==> config.mk <==
export PLATFORM = sky130hd
export DESIGN_NAME = media_panel_controller
export DESIGN_NICKNAME = d
export VERILOG_FILES = /design/src/hw/rtl/mpc_pkg.sv /design/src/hw/rtl/mpc_encoder.sv /design/src/hw/rtl/mpc_buttons.sv /design/src/hw/rtl/media_panel_controller.sv
export VERILOG_INCLUDE_DIRS = /design/src /design/src/hw/rtl
export SDC_FILE = /design/constraint.sdc
export NUM_CORES = 1
export LEC_CHECK = 0
export BUFFER_PORTS_ARGS = -buffer_cell sky130_fd_sc_hd__buf_2
export CORE_UTILIZATION = 33
export CTS_CLUSTER_SIZE = 30
export DETAILED_ROUTE_END_ITERATION = 12
export GPL_TIMING_DRIVEN = 0
export PLACE_DENSITY = 0.6
export SKIP_LAST_GASP = 1
export SLEW_MARGIN = 20
export SYNTH_ARGS = -nofsm -noshare
export SYNTH_HDL_FRONTEND = slang
export SYNTH_SLANG_ARGS = --single-unit
==> constraint.sdc <==
create_clock -name clk -period 5.15 [get_ports clk]
set_input_delay 0.515 -clock clk [delete_from_list [all_inputs] [get_ports clk]]
set_output_delay 0.515 -clock clk [all_outputs]
set_load 0.02 [all_outputs]
==> src/hw/rtl/media_panel_controller_defines.svh <==
// Assertion macros used by the panel controller top level RTL.
`ifndef MEDIA_PANEL_CONTROLLER_DEFINES_SVH
`define MEDIA_PANEL_CONTROLLER_DEFINES_SVH

// Same-cycle implication, checked on clk, idle while rst_n is low.
`define MPC_ASSERT(label, ante, cons, msg) \
  label: assert property (@(posedge clk) disable iff (!rst_n) (ante) |-> (cons)) else $error(msg);

// Next-cycle implication, checked on clk, idle while rst_n is low.
`define MPC_ASSERT_NEXT(label, ante, cons, msg) \
  label: assert property (@(posedge clk) disable iff (!rst_n) (ante) |=> (cons)) else $error(msg);

`endif

==> src/hw/rtl/mpc_pkg.sv <==
// Types and constants of the media panel controller.
package mpc_pkg;

  typedef enum logic [2:0] {
    EV_NONE     = 3'd0,
    EV_PLAY     = 3'd1,
    EV_PAUSE    = 3'd2,
    EV_POSITION = 3'd3,
    EV_VOLUME   = 3'd4,
    EV_NORMAL   = 3'd5,
    EV_PREVIOUS = 3'd6,
    EV_NEXT     = 3'd7
  } panel_event_t;

  typedef enum logic [1:0] {
    MODE_NORMAL   = 2'd0,
    MODE_VOLUME   = 2'd1,
    MODE_POSITION = 2'd2
  } panel_mode_t;

  localparam int NUM_BUTTONS  = 5;
  localparam int BTN_PLAY     = 0;
  localparam int BTN_POSITION = 1;
  localparam int BTN_VOLUME   = 2;
  localparam int BTN_PREVIOUS = 3;
  localparam int BTN_NEXT     = 4;

  localparam int VOL_W = 7;
  localparam logic [VOL_W-1:0] VOLUME_RESET = 7'd50;
  localparam logic [VOL_W-1:0] LIMIT_RESET  = 7'd100;

  localparam int IN_W  = 8;
  localparam int OUT_W = 16;

  typedef struct packed {
    logic playing;
    logic vol_mode;
    logic pos_mode;
  } panel_flags_t;

endpackage

==> src/hw/rtl/mpc_encoder.sv <==
// Encoder falling-edge step detect and saturating volume update.
module mpc_encoder (
  input  logic                     enc_a,
  input  logic                     enc_b,
  input  logic                     last_a,
  input  logic                     vol_mode,
  input  logic [mpc_pkg::VOL_W-1:0] volume,
  input  logic [mpc_pkg::VOL_W-1:0] limit,
  output logic signed [1:0]        step_dir,
  output logic [mpc_pkg::VOL_W-1:0] volume_nxt
);
  import mpc_pkg::*;

  logic signed [VOL_W+1:0] sum;

  always_comb begin
    step_dir = 2'sd0;
    if (enc_a != last_a && !enc_a) begin
      step_dir = enc_b ? 2'sd1 : -2'sd1;
    end
  end

  always_comb begin
    sum        = $signed({2'b00, volume}) + (VOL_W+2)'(step_dir);
    volume_nxt = volume;
    if (vol_mode && step_dir != 2'sd0) begin
      if (sum > $signed({2'b00, limit})) begin
        volume_nxt = limit;
      end else if (sum <= 0) begin
        volume_nxt = '0;
      end else begin
        volume_nxt = sum[VOL_W-1:0];
      end
    end
  end

endmodule

==> src/hw/rtl/mpc_buttons.sv <==
// Prioritized button scan: press detect, mode toggles and event select.
module mpc_buttons (
  input  logic [mpc_pkg::NUM_BUTTONS-1:0] level,
  input  logic [mpc_pkg::NUM_BUTTONS-1:0] held,
  input  mpc_pkg::panel_flags_t           flags,
  output logic [mpc_pkg::NUM_BUTTONS-1:0] held_nxt,
  output mpc_pkg::panel_flags_t           flags_nxt,
  output mpc_pkg::panel_event_t           panel_event
);
  import mpc_pkg::*;

  logic normal;
  logic done;
  logic press;
  logic allowed;

  assign normal = !flags.vol_mode && !flags.pos_mode;

  always_comb begin
    held_nxt    = held;
    flags_nxt   = flags;
    panel_event = EV_NONE;
    done        = 1'b0;
    press       = 1'b0;
    allowed     = 1'b0;
    // Scan in priority order; stop at the first action taken.
    for (int i = 0; i < NUM_BUTTONS; i++) begin
      if (!done) begin
        press = !level[i] && !held[i];
        if (press) begin
          held_nxt[i] = 1'b1;
        end else if (level[i] && held[i]) begin
          held_nxt[i] = 1'b0;
        end
        case (i)
          BTN_PLAY:     allowed = 1'b1;
          BTN_POSITION: allowed = !flags.vol_mode;
          BTN_VOLUME:   allowed = !flags.pos_mode;
          default:      allowed = normal;
        endcase
        if (press && allowed) begin
          done = 1'b1;
          case (i)
            BTN_PLAY: begin
              flags_nxt.playing = !flags.playing;
              panel_event = flags.playing ? EV_PAUSE : EV_PLAY;
            end
            BTN_POSITION: begin
              flags_nxt.pos_mode = !flags.pos_mode;
              panel_event = flags.pos_mode ? EV_NORMAL : EV_POSITION;
            end
            BTN_VOLUME: begin
              flags_nxt.vol_mode = !flags.vol_mode;
              panel_event = flags.vol_mode ? EV_NORMAL : EV_VOLUME;
            end
            BTN_PREVIOUS: panel_event = EV_PREVIOUS;
            default:      panel_event = EV_NEXT;
          endcase
        end
      end
    end
  end

endmodule

==> src/hw/rtl/media_panel_controller.sv <==
// Media panel controller top level: request registers, panel state and result register.
// Takes one sampled pin request per clock while in_tready is high and returns one result per
// request: the request lands in an input register, the encoder and button logic update the
// panel state as the result is loaded into an output register, and the result is held there
// until taken. Sustained rate is one request per cycle while out_tready stays high;
// in_tready follows out_tready in the same cycle, so a stalled result stops new requests only
// once the input register is full.
// volume_limit may be rewritten over cfg_we/cfg_wdata while no request is in flight.
`include "media_panel_controller_defines.svh"

module media_panel_controller (
  input  logic                       clk,
  input  logic                       rst_n,
  input  logic                       in_tvalid,
  output logic                       in_tready,
  // [0] enc_a, [1] enc_b, [2] play_button, [3] position_button, [4] volume_button,
  // [5] previous_button, [6] next_button, [7] zero
  input  logic [mpc_pkg::IN_W-1:0]   in_tdata,
  output logic                       out_tvalid,
  input  logic                       out_tready,
  // [2:0] panel_event, [4:3] step_dir, [11:5] volume_level, [12] playing,
  // [14:13] panel_mode, [15] zero
  output logic [mpc_pkg::OUT_W-1:0]  out_tdata,
  input  logic                       cfg_we,
  input  logic [mpc_pkg::VOL_W-1:0]  cfg_wdata
);
  import mpc_pkg::*;

  logic                   in_valid_r, in_valid_nxt;
  logic [6:0]             in_data_r;
  logic                   out_valid_r, out_valid_nxt;
  logic [OUT_W-1:0]       out_data_r;
  logic                   adv;

  logic [VOL_W-1:0]       limit_r;
  logic                   last_a_r;
  logic [NUM_BUTTONS-1:0] held_r;
  panel_flags_t           flags_r;
  logic [VOL_W-1:0]       volume_r;

  logic signed [1:0]      step_dir;
  logic [VOL_W-1:0]       volume_nxt;
  logic [NUM_BUTTONS-1:0] held_nxt;
  panel_flags_t           flags_nxt;
  panel_event_t           panel_event;
  panel_mode_t            mode_nxt;

  // Advance the input register into the result register when there is room.
  assign adv       = in_valid_r && (!out_valid_r || out_tready);
  assign in_tready = !in_valid_r || adv;

  assign in_valid_nxt  = (in_tvalid && in_tready) ? 1'b1 : (adv ? 1'b0 : in_valid_r);
  assign out_valid_nxt = adv ? 1'b1 : (out_tready ? 1'b0 : out_valid_r);

  mpc_encoder u_encoder (
    .enc_a      (in_data_r[0]),
    .enc_b      (in_data_r[1]),
    .last_a     (last_a_r),
    .vol_mode   (flags_r.vol_mode),
    .volume     (volume_r),
    .limit      (limit_r),
    .step_dir   (step_dir),
    .volume_nxt (volume_nxt)
  );

  mpc_buttons u_buttons (
    .level       (in_data_r[6:2]),
    .held        (held_r),
    .flags       (flags_r),
    .held_nxt    (held_nxt),
    .flags_nxt   (flags_nxt),
    .panel_event (panel_event)
  );

  always_comb begin
    if (flags_nxt.vol_mode) begin
      mode_nxt = MODE_VOLUME;
    end else if (flags_nxt.pos_mode) begin
      mode_nxt = MODE_POSITION;
    end else begin
      mode_nxt = MODE_NORMAL;
    end
  end

  always_ff @(posedge clk) begin
    if (!rst_n) begin
      in_valid_r  <= 1'b0;
      out_valid_r <= 1'b0;
      limit_r     <= LIMIT_RESET;
      last_a_r    <= 1'b1;
      held_r      <= '0;
      flags_r     <= '0;
      volume_r    <= VOLUME_RESET;
    end else begin
      in_valid_r  <= in_valid_nxt;
      out_valid_r <= out_valid_nxt;
      if (cfg_we) begin
        limit_r <= cfg_wdata;
      end
      if (adv) begin
        last_a_r <= in_data_r[0];
        held_r   <= held_nxt;
        flags_r  <= flags_nxt;
        volume_r <= volume_nxt;
      end
    end
  end

  always_ff @(posedge clk) begin
    if (in_tvalid && in_tready) begin
      in_data_r <= in_tdata[6:0];
    end
    if (adv) begin
      out_data_r <= {1'b0, mode_nxt, flags_nxt.playing, volume_nxt, step_dir, panel_event};
    end
  end

  assign out_tvalid = out_valid_r;
  assign out_tdata  = out_data_r;

  `MPC_ASSERT(a_modes_exclusive, 1'b1, !(flags_r.vol_mode && flags_r.pos_mode),
              "volume and position modes both set")
  `MPC_ASSERT_NEXT(a_volume_in_limit,
                   adv && flags_r.vol_mode && step_dir != 2'sd0 && !cfg_we,
                   volume_r <= limit_r, "volume step left volume above limit")
  `MPC_ASSERT(a_stall_cause, !in_tready, in_valid_r && out_valid_r && !out_tready,
              "input stalled without a blocked result")
  `MPC_ASSERT(a_step_code, out_valid_r, out_data_r[4:3] != 2'b10,
              "invalid encoder step code in result")

endmodule
==> results.sh, run 1 <==
export IMPL_critical_path_top_delay_family="simple AND/OR/NAND/NOR gates"
export IMPL_global_placer_s_final_weighted_congestion=0.815
export IMPL_global_route_wire_length_before_repair_um=8590
export IMPL_switching_share=0.271
export IMPL_grt_max_degree=21
export IMPL_setup_worst_path_start_class="flip-flop"
export IMPL_synth_yosys_seq_area_share=0.448
export IMPL_vias_in_the_first_global_route=1802
export IMPL_min_path_cells=1
export IMPL_per_instance_average_area_after_synthesis_um2=9.82
export IMPL_detailed_place_hpwl_um=3990
export IMPL_drcViolationCount=0
export IMPL_cts_hold_buffers_added=0
export IMPL_max_stage_delay_ps=440
export IMPL_antenna_violations_before_repair=0
export IMPL_power_net_switching_mw=0.208
export IMPL_drt_first_iter_violations=66
export IMPL_syn2layout_area_growth_pct=14.6
export IMPL_most_common_cell_after_layout_fill_and_taps_aside="sky130_fd_sc_hd__buf_2"
export IMPL_finalHoldWorstSlack_ps=393
export IMPL_final_cell_count_no_fill=405
export IMPL_proportion_of_layout_cells_with_a_drive_suffix_above_1=0.160
export IMPL_r2r_slack_ps=920
export IMPL_core_area_mm2=0.00741
export IMPL_number_of_max_slew_violations_in_the_final_report=0
export IMPL_final_hold_violation_count=0
export IMPL_die_x_um=90.7
export IMPL_mappedNetlistNets=302
export IMPL_drt_vias_per_instance=4.82
export IMPL_post_synthesis_instance_total=264
export IMPL_synth_largest_area_cell="sky130_fd_sc_hd__edfxtp_1"
export IMPL_start_util=0.350
export IMPL_cts_made_buffers=5
export IMPL_drt_pass1_iterations=4
export IMPL_nets=343
export IMPL_ir_drop_mv=0.143
export IMPL_yosys_area_top_type_share=0.255
export IMPL_cts_resized_gates=0
export IMPL_tns_ps=0
export IMPL_max_slew_margin_rel=0.541
export IMPL_place_detailed_instances=397
export IMPL_crit_buf_inv=1
export IMPL_crit_path_top_delay_cell="sky130_fd_sc_hd__edfxtp_1"
export IMPL_timing_rr_start="in_data_r[0]"
export IMPL_min_delay_path_class="input pin to flip-flop"
export IMPL_global_route_overflow_total=0
export IMPL_critPathRequiredTime_ps=5190
export IMPL_port_buffers=34
export IMPL_n_fill_cell=746
export IMPL_netlist_cell_type_count=52
export IMPL_netlist_top_cells_area="sky130_fd_sc_hd__edfxtp_1 25%, sky130_fd_sc_hd__dfxtp_1 19%, sky130_fd_sc_hd__ha_1 8.2%"
export IMPL_boundaryPins=38
export IMPL_cp_class="flip-flop to flip-flop"
export IMPL_antenna_diode_count=0
export IMPL_max_cap_violations=0
export IMPL_globalRouteMet3Util=0.0320
export IMPL_clockBufferDepth=2
export IMPL_power_combinational_fraction=0.182
export IMPL_grt_use_total=0.132
export IMPL_worst_hold_startpoint="in_tdata[6]"
export IMPL_r2r_end="out_tdata[5]"
export IMPL_outcome="finished, final reports clean"
export IMPL_ys_warn_count=0
export IMPL_worst_clock_skew_ps=9.52
export IMPL_totalPowerFinal_mw=0.767
export IMPL_grt_util_met1=0.188
export IMPL_fp_row_count=31
export IMPL_design_die_area_mm2=0.00822
export IMPL_postRouteWirelength_um=5050
export IMPL_clk_pin_slew_worst_paths_ps=80
export IMPL_met2_usage=0.199
export IMPL_ys_dominant_reg_cell="sky130_fd_sc_hd__dfxtp_1"
export IMPL_postSynth_asyncResetShare=0
export IMPL_power_leakage_nw=1.22
export IMPL_synth_seq_cells=47
export IMPL_layout_min_cycle_time_ps=4230
export IMPL_setup_violations=0
export IMPL_chipHeight_um=90.7
export IMPL_timing_hold_worst_endpoint="in_data_r[6]"
export IMPL_detailroute_via_count=1953
export IMPL_cts_htree_levels=2
export IMPL_antenna_violating_nets_remaining=0
export IMPL_clkSinkCount=47
export IMPL_worstMarginPinSlew_ps=688
export IMPL_layout_common_cells="34 x sky130_fd_sc_hd__buf_2, 32 x sky130_fd_sc_hd__nand2_1, 25 x sky130_fd_sc_hd__dfxtp_1"
export IMPL_timing_critical_path_cells="nor3b_2 > buf_4 > ha_1 > and3_1 > a32o_1 > nor3_1 > xnor2_1 > ha_1 > o211ai_1 > o21ai_0 > nand2_1 > maj3_1 > and2_1 > a32oi_1 > o21ai_0"
export IMPL_timing_critical_path_depth=15
export IMPL_arrival_ps=4270
export IMPL_cts_root_buffer="sky130_fd_sc_hd__clkbuf_8"
export IMPL_max_freq_mhz=236
export IMPL_clk_insertion_delay_late_ps=300
export IMPL_rr_worst_depth=15
export IMPL_wire_per_inst_um=12.5
export IMPL_synth_area_mm2=0.00259
export IMPL_nature_of_the_critical_path_endpoint="flip-flop"
export IMPL_worst_path_max_fanout=13
export IMPL_power_density_cell_area_mw_per_mm2=258
export IMPL_power_internal_mw=0.559
export IMPL_postCtsSetupBuffers=0
export IMPL_cts_tree="yes"
export IMPL_sequential_share_of_power=0.540
export IMPL_power_share_clock=0.278
export IMPL_layout_worst_path_cycle_share=0.822
export IMPL_synth_edf_count=22
export IMPL_rsz0062_at_grt="false"
export IMPL_grt_busiest_layer="met2"
==> layer usage <==
metal | routed length (um) | part of all wire
met1 | 2600 | 0.52
met2 | 2090 | 0.41
met3 | 291 | 0.058
met4 | 60 | 0.012
met5 | 0 | 0
==> synth_stat cells (2+ instances only) <==
cell type / n
sky130_fd_sc_hd__a21boi_0: 4
sky130_fd_sc_hd__o22ai_1: 3
sky130_fd_sc_hd__mux2i_1: 11
sky130_fd_sc_hd__a211oi_1: 2
sky130_fd_sc_hd__inv_1: 24
sky130_fd_sc_hd__xor2_1: 2
sky130_fd_sc_hd__nor2_1: 8
sky130_fd_sc_hd__o211ai_1: 9
sky130_fd_sc_hd__nand2b_1: 4
sky130_fd_sc_hd__and4_1: 2
sky130_fd_sc_hd__edfxtp_1: 22
sky130_fd_sc_hd__o21ai_1: 2
sky130_fd_sc_hd__a21oi_1: 7
sky130_fd_sc_hd__ha_1: 17
sky130_fd_sc_hd__nand2_1: 32
sky130_fd_sc_hd__nor3_1: 4
sky130_fd_sc_hd__and3_1: 4
sky130_fd_sc_hd__and2_1: 4
sky130_fd_sc_hd__maj3_1: 3
sky130_fd_sc_hd__nand3_1: 5
sky130_fd_sc_hd__buf_4: 3
sky130_fd_sc_hd__o21ai_0: 16
sky130_fd_sc_hd__dfxtp_1: 25
sky130_fd_sc_hd__o31ai_1: 2
sky130_fd_sc_hd__nor2b_1: 11
sky130_fd_sc_hd__clkbuf_1: 7
sky130_fd_sc_hd__xnor2_1: 6
==> sequential cells by signal, summed over array words and instances, names as in the netlist <==
name and count:
out_tdata 15, in_data_r 7, limit_r 7, volume_r 7, held_r 5, flags_r 3
in_valid_r 1, last_a_r 1, out_tvalid 1
==> power by group through the flow <==
stage | registers, mW | logic, mW | clock network (mW)
floorplan | 0.429 | 0.0940 | 0
global placement | 0.423 | 0.137 | 0
detailed placement | 0.423 | 0.140 | 0
CTS | 0.414 | 0.140 | 0.217
global route | 0.416 | 0.158 | 0.237
finish | 0.414 | 0.140 | 0.213
==> per-stage QoR <==
step                      worst slack, ps  instance area [um^2]  utilization
after floorplan                      1480                  2590            -
after global placement                990                  2890        0.390
after detailed placement              935                  2890        0.390
after CTS                             938                  2970        0.401
after global routing                  546                  2970        0.401
final                                 916                  2970        0.401
==> cells by family after synthesis <==
group / Yosys count / share of synthesized area
xor+xnor: 9 / 0.0357
simple gates: 81 / 0.159
mux: 12 / 0.0482
fa+ha+maj: 22 / 0.106
buf+inv: 34 / 0.0535
flops: 47 / 0.448
other cells: 1 / 0.00145
compound gates: 58 / 0.149
==> cell type report <==
class                   count  area [um^2]  area share
multi-input cells         183         1290       0.435
repair buffers             34          170      0.0572
well taps                  99          124      0.0417
clock inverters             2         12.5     0.00421
inverters                  24         90.1      0.0303
plain buffers              10         48.8      0.0164
flip-flops and latches     47         1160       0.391
clock buffers               6         72.6      0.0244
==> worst max-delay path by stage <==
stage | startpoint | to | slack, ps
after detailed placement | in_data_r[0] | out_tdata[5] | 930
final | in_data_r[0] | out_tdata[5] | 920
after global routing | in_data_r[0] | out_tdata[5] | 550
after floorplan | in_data_r[0] | out_tdata[5] | 1480
after global placement | in_data_r[0] | out_tdata[5] | 990
after CTS | in_data_r[0] | out_tdata[5] | 940
No activity file was read; power rests on OpenSTA's default activity.
==> run 2, diff against run 1 <==
--- a/config.mk
+++ b/config.mk
@@ -6,6 +6,7 @@
 export SDC_FILE = /design/constraint.sdc
 export NUM_CORES = 1
 export LEC_CHECK = 0
+export ABC_AREA = 1
 export BUFFER_PORTS_ARGS = -buffer_cell sky130_fd_sc_hd__buf_2
 export CORE_UTILIZATION = 33
 export CTS_CLUSTER_SIZE = 30
==> constraint.sdc (replaced) <==
create_clock -name clk -period 4.1 [get_ports clk]
set_input_delay 0.41 -clock clk [delete_from_list [all_inputs] [get_ports clk]]
set_output_delay 0.41 -clock clk [all_outputs]
set_load 0.02 [all_outputs]
==> results.sh, run 2 <==
export IMPL_proportion_of_layout_cells_with_a_drive_suffix_above_1=0.173
export IMPL_yosys_area_top_type_share=0.241
export IMPL_core_area_mm2=0.00789
export IMPL_global_route_overflow_total=0
export IMPL_layout_min_cycle_time_ps=3620
export IMPL_worst_clock_skew_ps=3.82
export IMPL_largest_register_ffs=15
export IMPL_netlist_cell_type_count=37
export IMPL_n_fill_cell=826
export IMPL_cts_root_buffer="sky130_fd_sc_hd__clkbuf_8"
export IMPL_netlist_top_cells_area="sky130_fd_sc_hd__edfxtp_1 24%, sky130_fd_sc_hd__dfxtp_1 18%, sky130_fd_sc_hd__nand2_1 11%"
export IMPL_rsz0062_at_grt="false"
export IMPL_layout_area_seq_mm2=0.00116
export IMPL_post_synthesis_instance_total=356
export IMPL_placement_cell_area_mm2=0.00304
export IMPL_grt_use_total=0.149
export IMPL_antenna_violations_before_repair=0
export IMPL_setup_violations=0
export IMPL_cp_class="flip-flop to flip-flop"
export IMPL_detailroute_via_count=2340
export IMPL_fp_row_count=32
export IMPL_ys_dominant_reg_cell="sky130_fd_sc_hd__dfxtp_1"
export IMPL_max_cap_violations=0
export IMPL_grt_max_degree=25
export IMPL_cts_resized_gates=0
export IMPL_cts_made_buffers=5
export IMPL_drt_first_iter_violations=115
export IMPL_vias_in_the_first_global_route=2197
export IMPL_antenna_violating_nets_remaining=0
export IMPL_power_leakage_nw=1.58
export IMPL_most_common_cell_after_layout_fill_and_taps_aside="sky130_fd_sc_hd__nand2_1"
export IMPL_design_die_area_mm2=0.00866
export IMPL_synth_yosys_seq_area_share=0.424
export IMPL_syn2layout_area_growth_pct=15.3
export IMPL_min_delay_path_class="input pin to flip-flop"
export IMPL_max_freq_mhz=276
export IMPL_cts_hold_buffers_added=0
export IMPL_final_cell_area_mm2=0.00316
export IMPL_start_util=0.347
export IMPL_setup_worst_path_start_class="flip-flop"
export IMPL_postSynth_asyncResetShare=0
export IMPL_clkSinkCount=47
export IMPL_synth_largest_area_cell="sky130_fd_sc_hd__edfxtp_1"
export IMPL_global_placer_s_final_weighted_congestion=0.910
export IMPL_synthMostInstantiatedCell="sky130_fd_sc_hd__nand2_1"
export IMPL_detailed_place_hpwl_um=4610
export IMPL_drt_pass1_iterations=4
export IMPL_drt_vias_per_instance=4.67
export IMPL_synth_area_mm2=0.00274
export IMPL_postRouteWirelength_um=5880
export IMPL_critPathRequiredTime_ps=4170
export IMPL_die_x_um=93.1
export IMPL_clk_pin_slew_worst_paths_ps=90
export IMPL_clockBufferDepth=2
export IMPL_wire_per_inst_um=11.7
export IMPL_nature_of_the_critical_path_endpoint="flip-flop"
export IMPL_layout_common_cells="83 x sky130_fd_sc_hd__nand2_1, 65 x sky130_fd_sc_hd__inv_1, 36 x sky130_fd_sc_hd__buf_2"
export IMPL_synth_top_cells_by_count="83 x sky130_fd_sc_hd__nand2_1, 65 x sky130_fd_sc_hd__inv_1, 25 x sky130_fd_sc_hd__dfxtp_1, 25 x sky130_fd_sc_hd__nand3_1, 25 x sky130_fd_sc_hd__nor2_1"
export IMPL_cts_htree_levels=2
export IMPL_outcome="finished, final reports clean"
export IMPL_ir_drop_mv=0.208
export IMPL_max_slew_margin_rel=0.605
export IMPL_clk_insertion_delay_late_ps=300
export IMPL_chipHeight_um=93.1
export IMPL_global_route_wire_length_before_repair_um=10100
export IMPL_tns_ps=0
export IMPL_nets=436
export IMPL_worst_path_max_fanout=9
export IMPL_multiInputGateArea_mm2=0.00128
export IMPL_boundaryPins=38
export IMPL_antenna_diode_count=0
export IMPL_synth_edf_count=22
export IMPL_number_of_max_slew_violations_in_the_final_report=0
export IMPL_mappedNetlistNets=394
export IMPL_power_density_cell_area_mw_per_mm2=372
export IMPL_worstMarginPinSlew_ps=592
export IMPL_postCtsSetupBuffers=0
export IMPL_layout_worst_path_cycle_share=0.883
export IMPL_port_buffers=35
export IMPL_drcViolationCount=0
export IMPL_arrival_ps=3690
export IMPL_synth_seq_cells=47
export IMPL_cts_tree="yes"
export IMPL_per_instance_average_area_after_synthesis_um2=7.69
export IMPL_final_hold_violation_count=0
export IMPL_ys_warn_count=0
export IMPL_totalPowerFinal_mw=1.17
run 2: logic make-up after synthesis:
group,count (synthesis),share of synthesized area
fa+ha+maj,18,0.0850
xor+xnor,1,0.00320
other cells,1,0.00137
simple gates,163,0.277
compound gates,51,0.103
flops,47,0.424
buf+inv,75,0.106
run 2: layout make-up:
cell class	instances	area share
buffer	6	0.00991
clock buffer	5	0.0218
clock inverter	3	0.0151
inverter	69	0.0821
multi-input combinational	234	0.407
sequential	47	0.368
tap	102	0.0404
timing repair buffer	35	0.0555
run 2: path summary, 6_finish.rpt:
path / to / from / slack, ps / cells after the start
max: out_tdata[10] / in_data_r[0] / 480 / 25
max reg2reg: out_tdata[10] / in_data_r[0] / 480 / 25
min reg2reg: held_r[0] / held_r[0] / 460 / 2
min: in_data_r[4] / in_tdata[4] / 280 / 1
run 2: worst max-delay path: stages, from the launching register on:
cell,delay [ps]
sky130_fd_sc_hd__edfxtp_1,460
sky130_fd_sc_hd__inv_1,140
sky130_fd_sc_hd__nand3_2,170
sky130_fd_sc_hd__inv_1,230
sky130_fd_sc_hd__ha_1,320
sky130_fd_sc_hd__nand4_1,110
sky130_fd_sc_hd__nand2_1,70
sky130_fd_sc_hd__inv_1,80
sky130_fd_sc_hd__nand3_1,80
sky130_fd_sc_hd__nand2_1,90
sky130_fd_sc_hd__inv_1,70
sky130_fd_sc_hd__ha_1,300
sky130_fd_sc_hd__nand2_1,70
sky130_fd_sc_hd__nor2_1,150
sky130_fd_sc_hd__nand2_1,70
sky130_fd_sc_hd__nand3_1,70
sky130_fd_sc_hd__nand2_1,50
sky130_fd_sc_hd__nand2_1,70
sky130_fd_sc_hd__nand2_1,50
sky130_fd_sc_hd__nand2_1,80
sky130_fd_sc_hd__nand3_2,100
sky130_fd_sc_hd__nand3_4,120
sky130_fd_sc_hd__nand2_4,90
sky130_fd_sc_hd__nor2_1,90
sky130_fd_sc_hd__o21ai_1,120
sky130_fd_sc_hd__and2_1,160
run 2: routing by layer:
metal	share of wire	up-vias	global-route usage
met3	0.042	7	0.0268
met5	0	-	0
met2	0.43	41	0.243
met1	0.52	1058	0.203
met4	0.013	0	0.0423
li1	-	1234	-
run 2: power by group:
| part | total (mW) | switching, mW | internal [mW] |
|---|---|---|---|
| clock network | 0.350 | 0.165 | 0.185 |
| logic | 0.282 | 0.185 | 0.0971 |
| registers | 0.541 | 0.0159 | 0.526 |
| total | 1.17 | 0.366 | 0.807 |
run 2: metrics by stage:
| step | setup WS, ps | cells | hold slack, ps | util |
|---|---|---|---|---|
| after floorplan | 1010 | 356 | 433 | - |
| after global placement | 501 | 493 | 443 | 0.385 |
| after detailed placement | 474 | 493 | 452 | 0.385 |
| after CTS | 454 | 501 | 266 | 0.400 |
| after global routing | 141 | 501 | 258 | 0.400 |
| final | 479 | 501 | 276 | 0.400 |
==> run 3, diff against run 2 <==
--- a/config.mk
+++ b/config.mk
@@ -7,7 +7,9 @@
 export NUM_CORES = 1
 export LEC_CHECK = 0
 export ABC_AREA = 1
+export ABC_CLOCK_PERIOD_IN_PS = 4100
 export BUFFER_PORTS_ARGS = -buffer_cell sky130_fd_sc_hd__buf_2
+export CORE_MARGIN = 5
 export CORE_UTILIZATION = 33
 export CTS_CLUSTER_SIZE = 30
 export DETAILED_ROUTE_END_ITERATION = 12
==> results.sh, run 3 (synthesized netlist as in run 2, its figures left out) <==
export IMPL_global_placer_s_final_weighted_congestion=0.850
export IMPL_cts_hold_buffers_added=0
export IMPL_sequential_share_of_power=0.488
export IMPL_boundaryPins=38
export IMPL_max_freq_mhz=273
export IMPL_r2r_end="out_tdata[10]"
export IMPL_arrival_ps=3720
export IMPL_outcome="finished, final reports clean"
export IMPL_cts_resized_gates=0
export IMPL_finalHoldWorstSlack_ps=274
export IMPL_die_x_um=101
export IMPL_timing_hold_worst_endpoint="in_data_r[6]"
export IMPL_power_leakage_nw=1.56
export IMPL_max_cap_violations=0
export IMPL_grt_max_degree=25
export IMPL_rsz0062_at_grt="false"
export IMPL_global_route_overflow_total=0
export IMPL_switching_share=0.328
export IMPL_antenna_violations_before_repair=0
export IMPL_layout_worst_path_cycle_share=0.892
export IMPL_clockBufferDepth=2
export IMPL_min_delay_path_class="input pin to flip-flop"
export IMPL_cts_root_buffer="sky130_fd_sc_hd__clkbuf_8"
export IMPL_nature_of_the_critical_path_endpoint="flip-flop"
export IMPL_worst_path_max_fanout=9
export IMPL_cts_htree_levels=2
export IMPL_antenna_diode_count=0
export IMPL_cts_made_buffers=5
export IMPL_multiInputGateArea_mm2=0.00128
export IMPL_max_slew_margin_rel=0.592
export IMPL_critical_path_top_delay_family="simple AND/OR/NAND/NOR gates"
export IMPL_drcViolationCount=0
export IMPL_layout_min_cycle_time_ps=3660
export IMPL_layout_common_cells="83 x sky130_fd_sc_hd__nand2_1, 65 x sky130_fd_sc_hd__inv_1, 36 x sky130_fd_sc_hd__buf_2"
export IMPL_global_route_wire_length_before_repair_um=10200
export IMPL_setup_worst_path_start_class="flip-flop"
export IMPL_power_combinational_fraction=0.254
export IMPL_nets=436
export IMPL_fp_row_count=33
export IMPL_grt_use_total=0.126
export IMPL_rr_worst_depth=25
export IMPL_proportion_of_layout_cells_with_a_drive_suffix_above_1=0.170
export IMPL_final_hold_violation_count=0
export IMPL_detailed_place_hpwl_um=4670
export IMPL_clkSinkCount=47
export IMPL_number_of_max_slew_violations_in_the_final_report=0
export IMPL_start_util=0.336
export IMPL_cts_tree="yes"
export IMPL_drt_first_iter_violations=93
export IMPL_most_common_cell_after_layout_fill_and_taps_aside="sky130_fd_sc_hd__nand2_1"
export IMPL_worst_clock_skew_ps=10.1
export IMPL_pre_cts_slack_ps=478
export IMPL_core_area_mm2=0.00813
export IMPL_clk_insertion_delay_late_ps=310
export IMPL_max_stage_delay_ps=440
export IMPL_power_internal_mw=0.745
export IMPL_cp_class="flip-flop to flip-flop"
export IMPL_drt_pass1_iterations=5
export IMPL_setup_violations=0
export IMPL_drt_vias_per_instance=4.55
export IMPL_wire_per_inst_um=11.9
export IMPL_timing_final_ws_setup_ps=441
export IMPL_ir_drop_mv=0.147
export IMPL_crit_path_top_delay_cell="sky130_fd_sc_hd__edfxtp_1"
export IMPL_worstMarginPinSlew_ps=613
export IMPL_n_fill_cell=847
export IMPL_clk_pin_slew_worst_paths_ps=90
export IMPL_critPathRequiredTime_ps=4160
export IMPL_vias_in_the_first_global_route=2199
export IMPL_min_path_cells=1
export IMPL_postRouteWirelength_um=5980
export IMPL_design_die_area_mm2=0.0102
export IMPL_port_buffers=35
export IMPL_r2r_slack_ps=440
export IMPL_layout_area_seq_mm2=0.00116
export IMPL_antenna_violating_nets_remaining=0
export IMPL_largest_register_ffs=15
export IMPL_chipHeight_um=101
export IMPL_worst_hold_startpoint="in_tdata[6]"
export IMPL_power_net_switching_mw=0.363
export IMPL_worst_path_most_repeated_cell="sky130_fd_sc_hd__nand2_1"
export IMPL_timing_rr_start="in_data_r[0]"
export IMPL_syn2layout_area_growth_pct=14.4
export IMPL_power_density_cell_area_mw_per_mm2=354
export IMPL_postCtsSetupBuffers=0
export IMPL_power_share_clock=0.258
export IMPL_crit_buf_inv=4
export IMPL_tns_ps=0
export IMPL_detailroute_via_count=2293
## run 3: area by class of cell
type | instances | area share
plain buffers | 6 | 0.00999
clock buffers | 6 | 0.0232
clock inverters | 2 | 0.00519
inverters | 69 | 0.0827
multi-input cells | 234 | 0.410
flip-flops and latches | 47 | 0.371
well taps | 105 | 0.0419
repair buffers | 35 | 0.0559
## run 3: worst max path at each step
stage / slack [ps] / startpoint / cells past startpoint / end
CTS: 420 / in_data_r[0] / 25 / out_tdata[10]
detailed placement: 480 / in_data_r[0] / 25 / out_tdata[10]
finish: 440 / in_data_r[0] / 25 / out_tdata[10]
global route: 120 / in_data_r[0] / 25 / out_tdata[10]
floorplan: 1010 / in_data_r[0] / 25 / out_tdata[10]
global placement: 510 / in_data_r[0] / 25 / out_tdata[10]
## run 3: power by group through the flow
| stage | registers (mW) | logic (mW) | clock network [mW] |
|---|---|---|---|
| after floorplan | 0.562 | 0.198 | 0 |
| after global placement | 0.551 | 0.276 | 0 |
| after detailed placement | 0.551 | 0.280 | 0 |
| after CTS | 0.540 | 0.282 | 0.298 |
| after global routing | 0.545 | 0.325 | 0.315 |
| final | 0.540 | 0.282 | 0.286 |
## run 3: layer usage
metal | track usage | part of all wire | vias up
met4 | 0.0429 | 0.017 | 0
met5 | 0 | 0 | -
met1 | 0.171 | 0.49 | 1008
met2 | 0.201 | 0.44 | 43
li1 | - | - | 1232
met3 | 0.0242 | 0.056 | 10
## run 3: worst reg2reg max path, cell delays in order (launching register included)
cell and delay, ps:
sky130_fd_sc_hd__edfxtp_1 440, sky130_fd_sc_hd__inv_1 130, sky130_fd_sc_hd__nand3_2 170, sky130_fd_sc_hd__inv_1 240, sky130_fd_sc_hd__ha_1 320, sky130_fd_sc_hd__nand4_1 110, sky130_fd_sc_hd__nand2_1 70, sky130_fd_sc_hd__inv_1 70
sky130_fd_sc_hd__nand3_1 70, sky130_fd_sc_hd__nand2_1 110, sky130_fd_sc_hd__inv_1 80, sky130_fd_sc_hd__ha_1 300, sky130_fd_sc_hd__nand2_1 80, sky130_fd_sc_hd__nor2_1 150, sky130_fd_sc_hd__nand2_1 70, sky130_fd_sc_hd__nand3_1 70
sky130_fd_sc_hd__nand2_1 60, sky130_fd_sc_hd__nand2_1 70, sky130_fd_sc_hd__nand2_1 50, sky130_fd_sc_hd__nand2_1 90, sky130_fd_sc_hd__nand3_2 100, sky130_fd_sc_hd__nand3_4 120, sky130_fd_sc_hd__nand2_4 90, sky130_fd_sc_hd__nor2_1 90
sky130_fd_sc_hd__o21ai_1 110, sky130_fd_sc_hd__and2_1 160
## run 3: per-stage QoR
step,instance area (um^2),total power [mW],cells,utilization
after floorplan,2740,0.760,356,-
after global placement,3040,0.827,496,0.374
after detailed placement,3040,0.832,496,0.374
after CTS,3130,1.12,504,0.385
after global routing,3130,1.18,504,0.385
final,3130,1.11,504,0.385
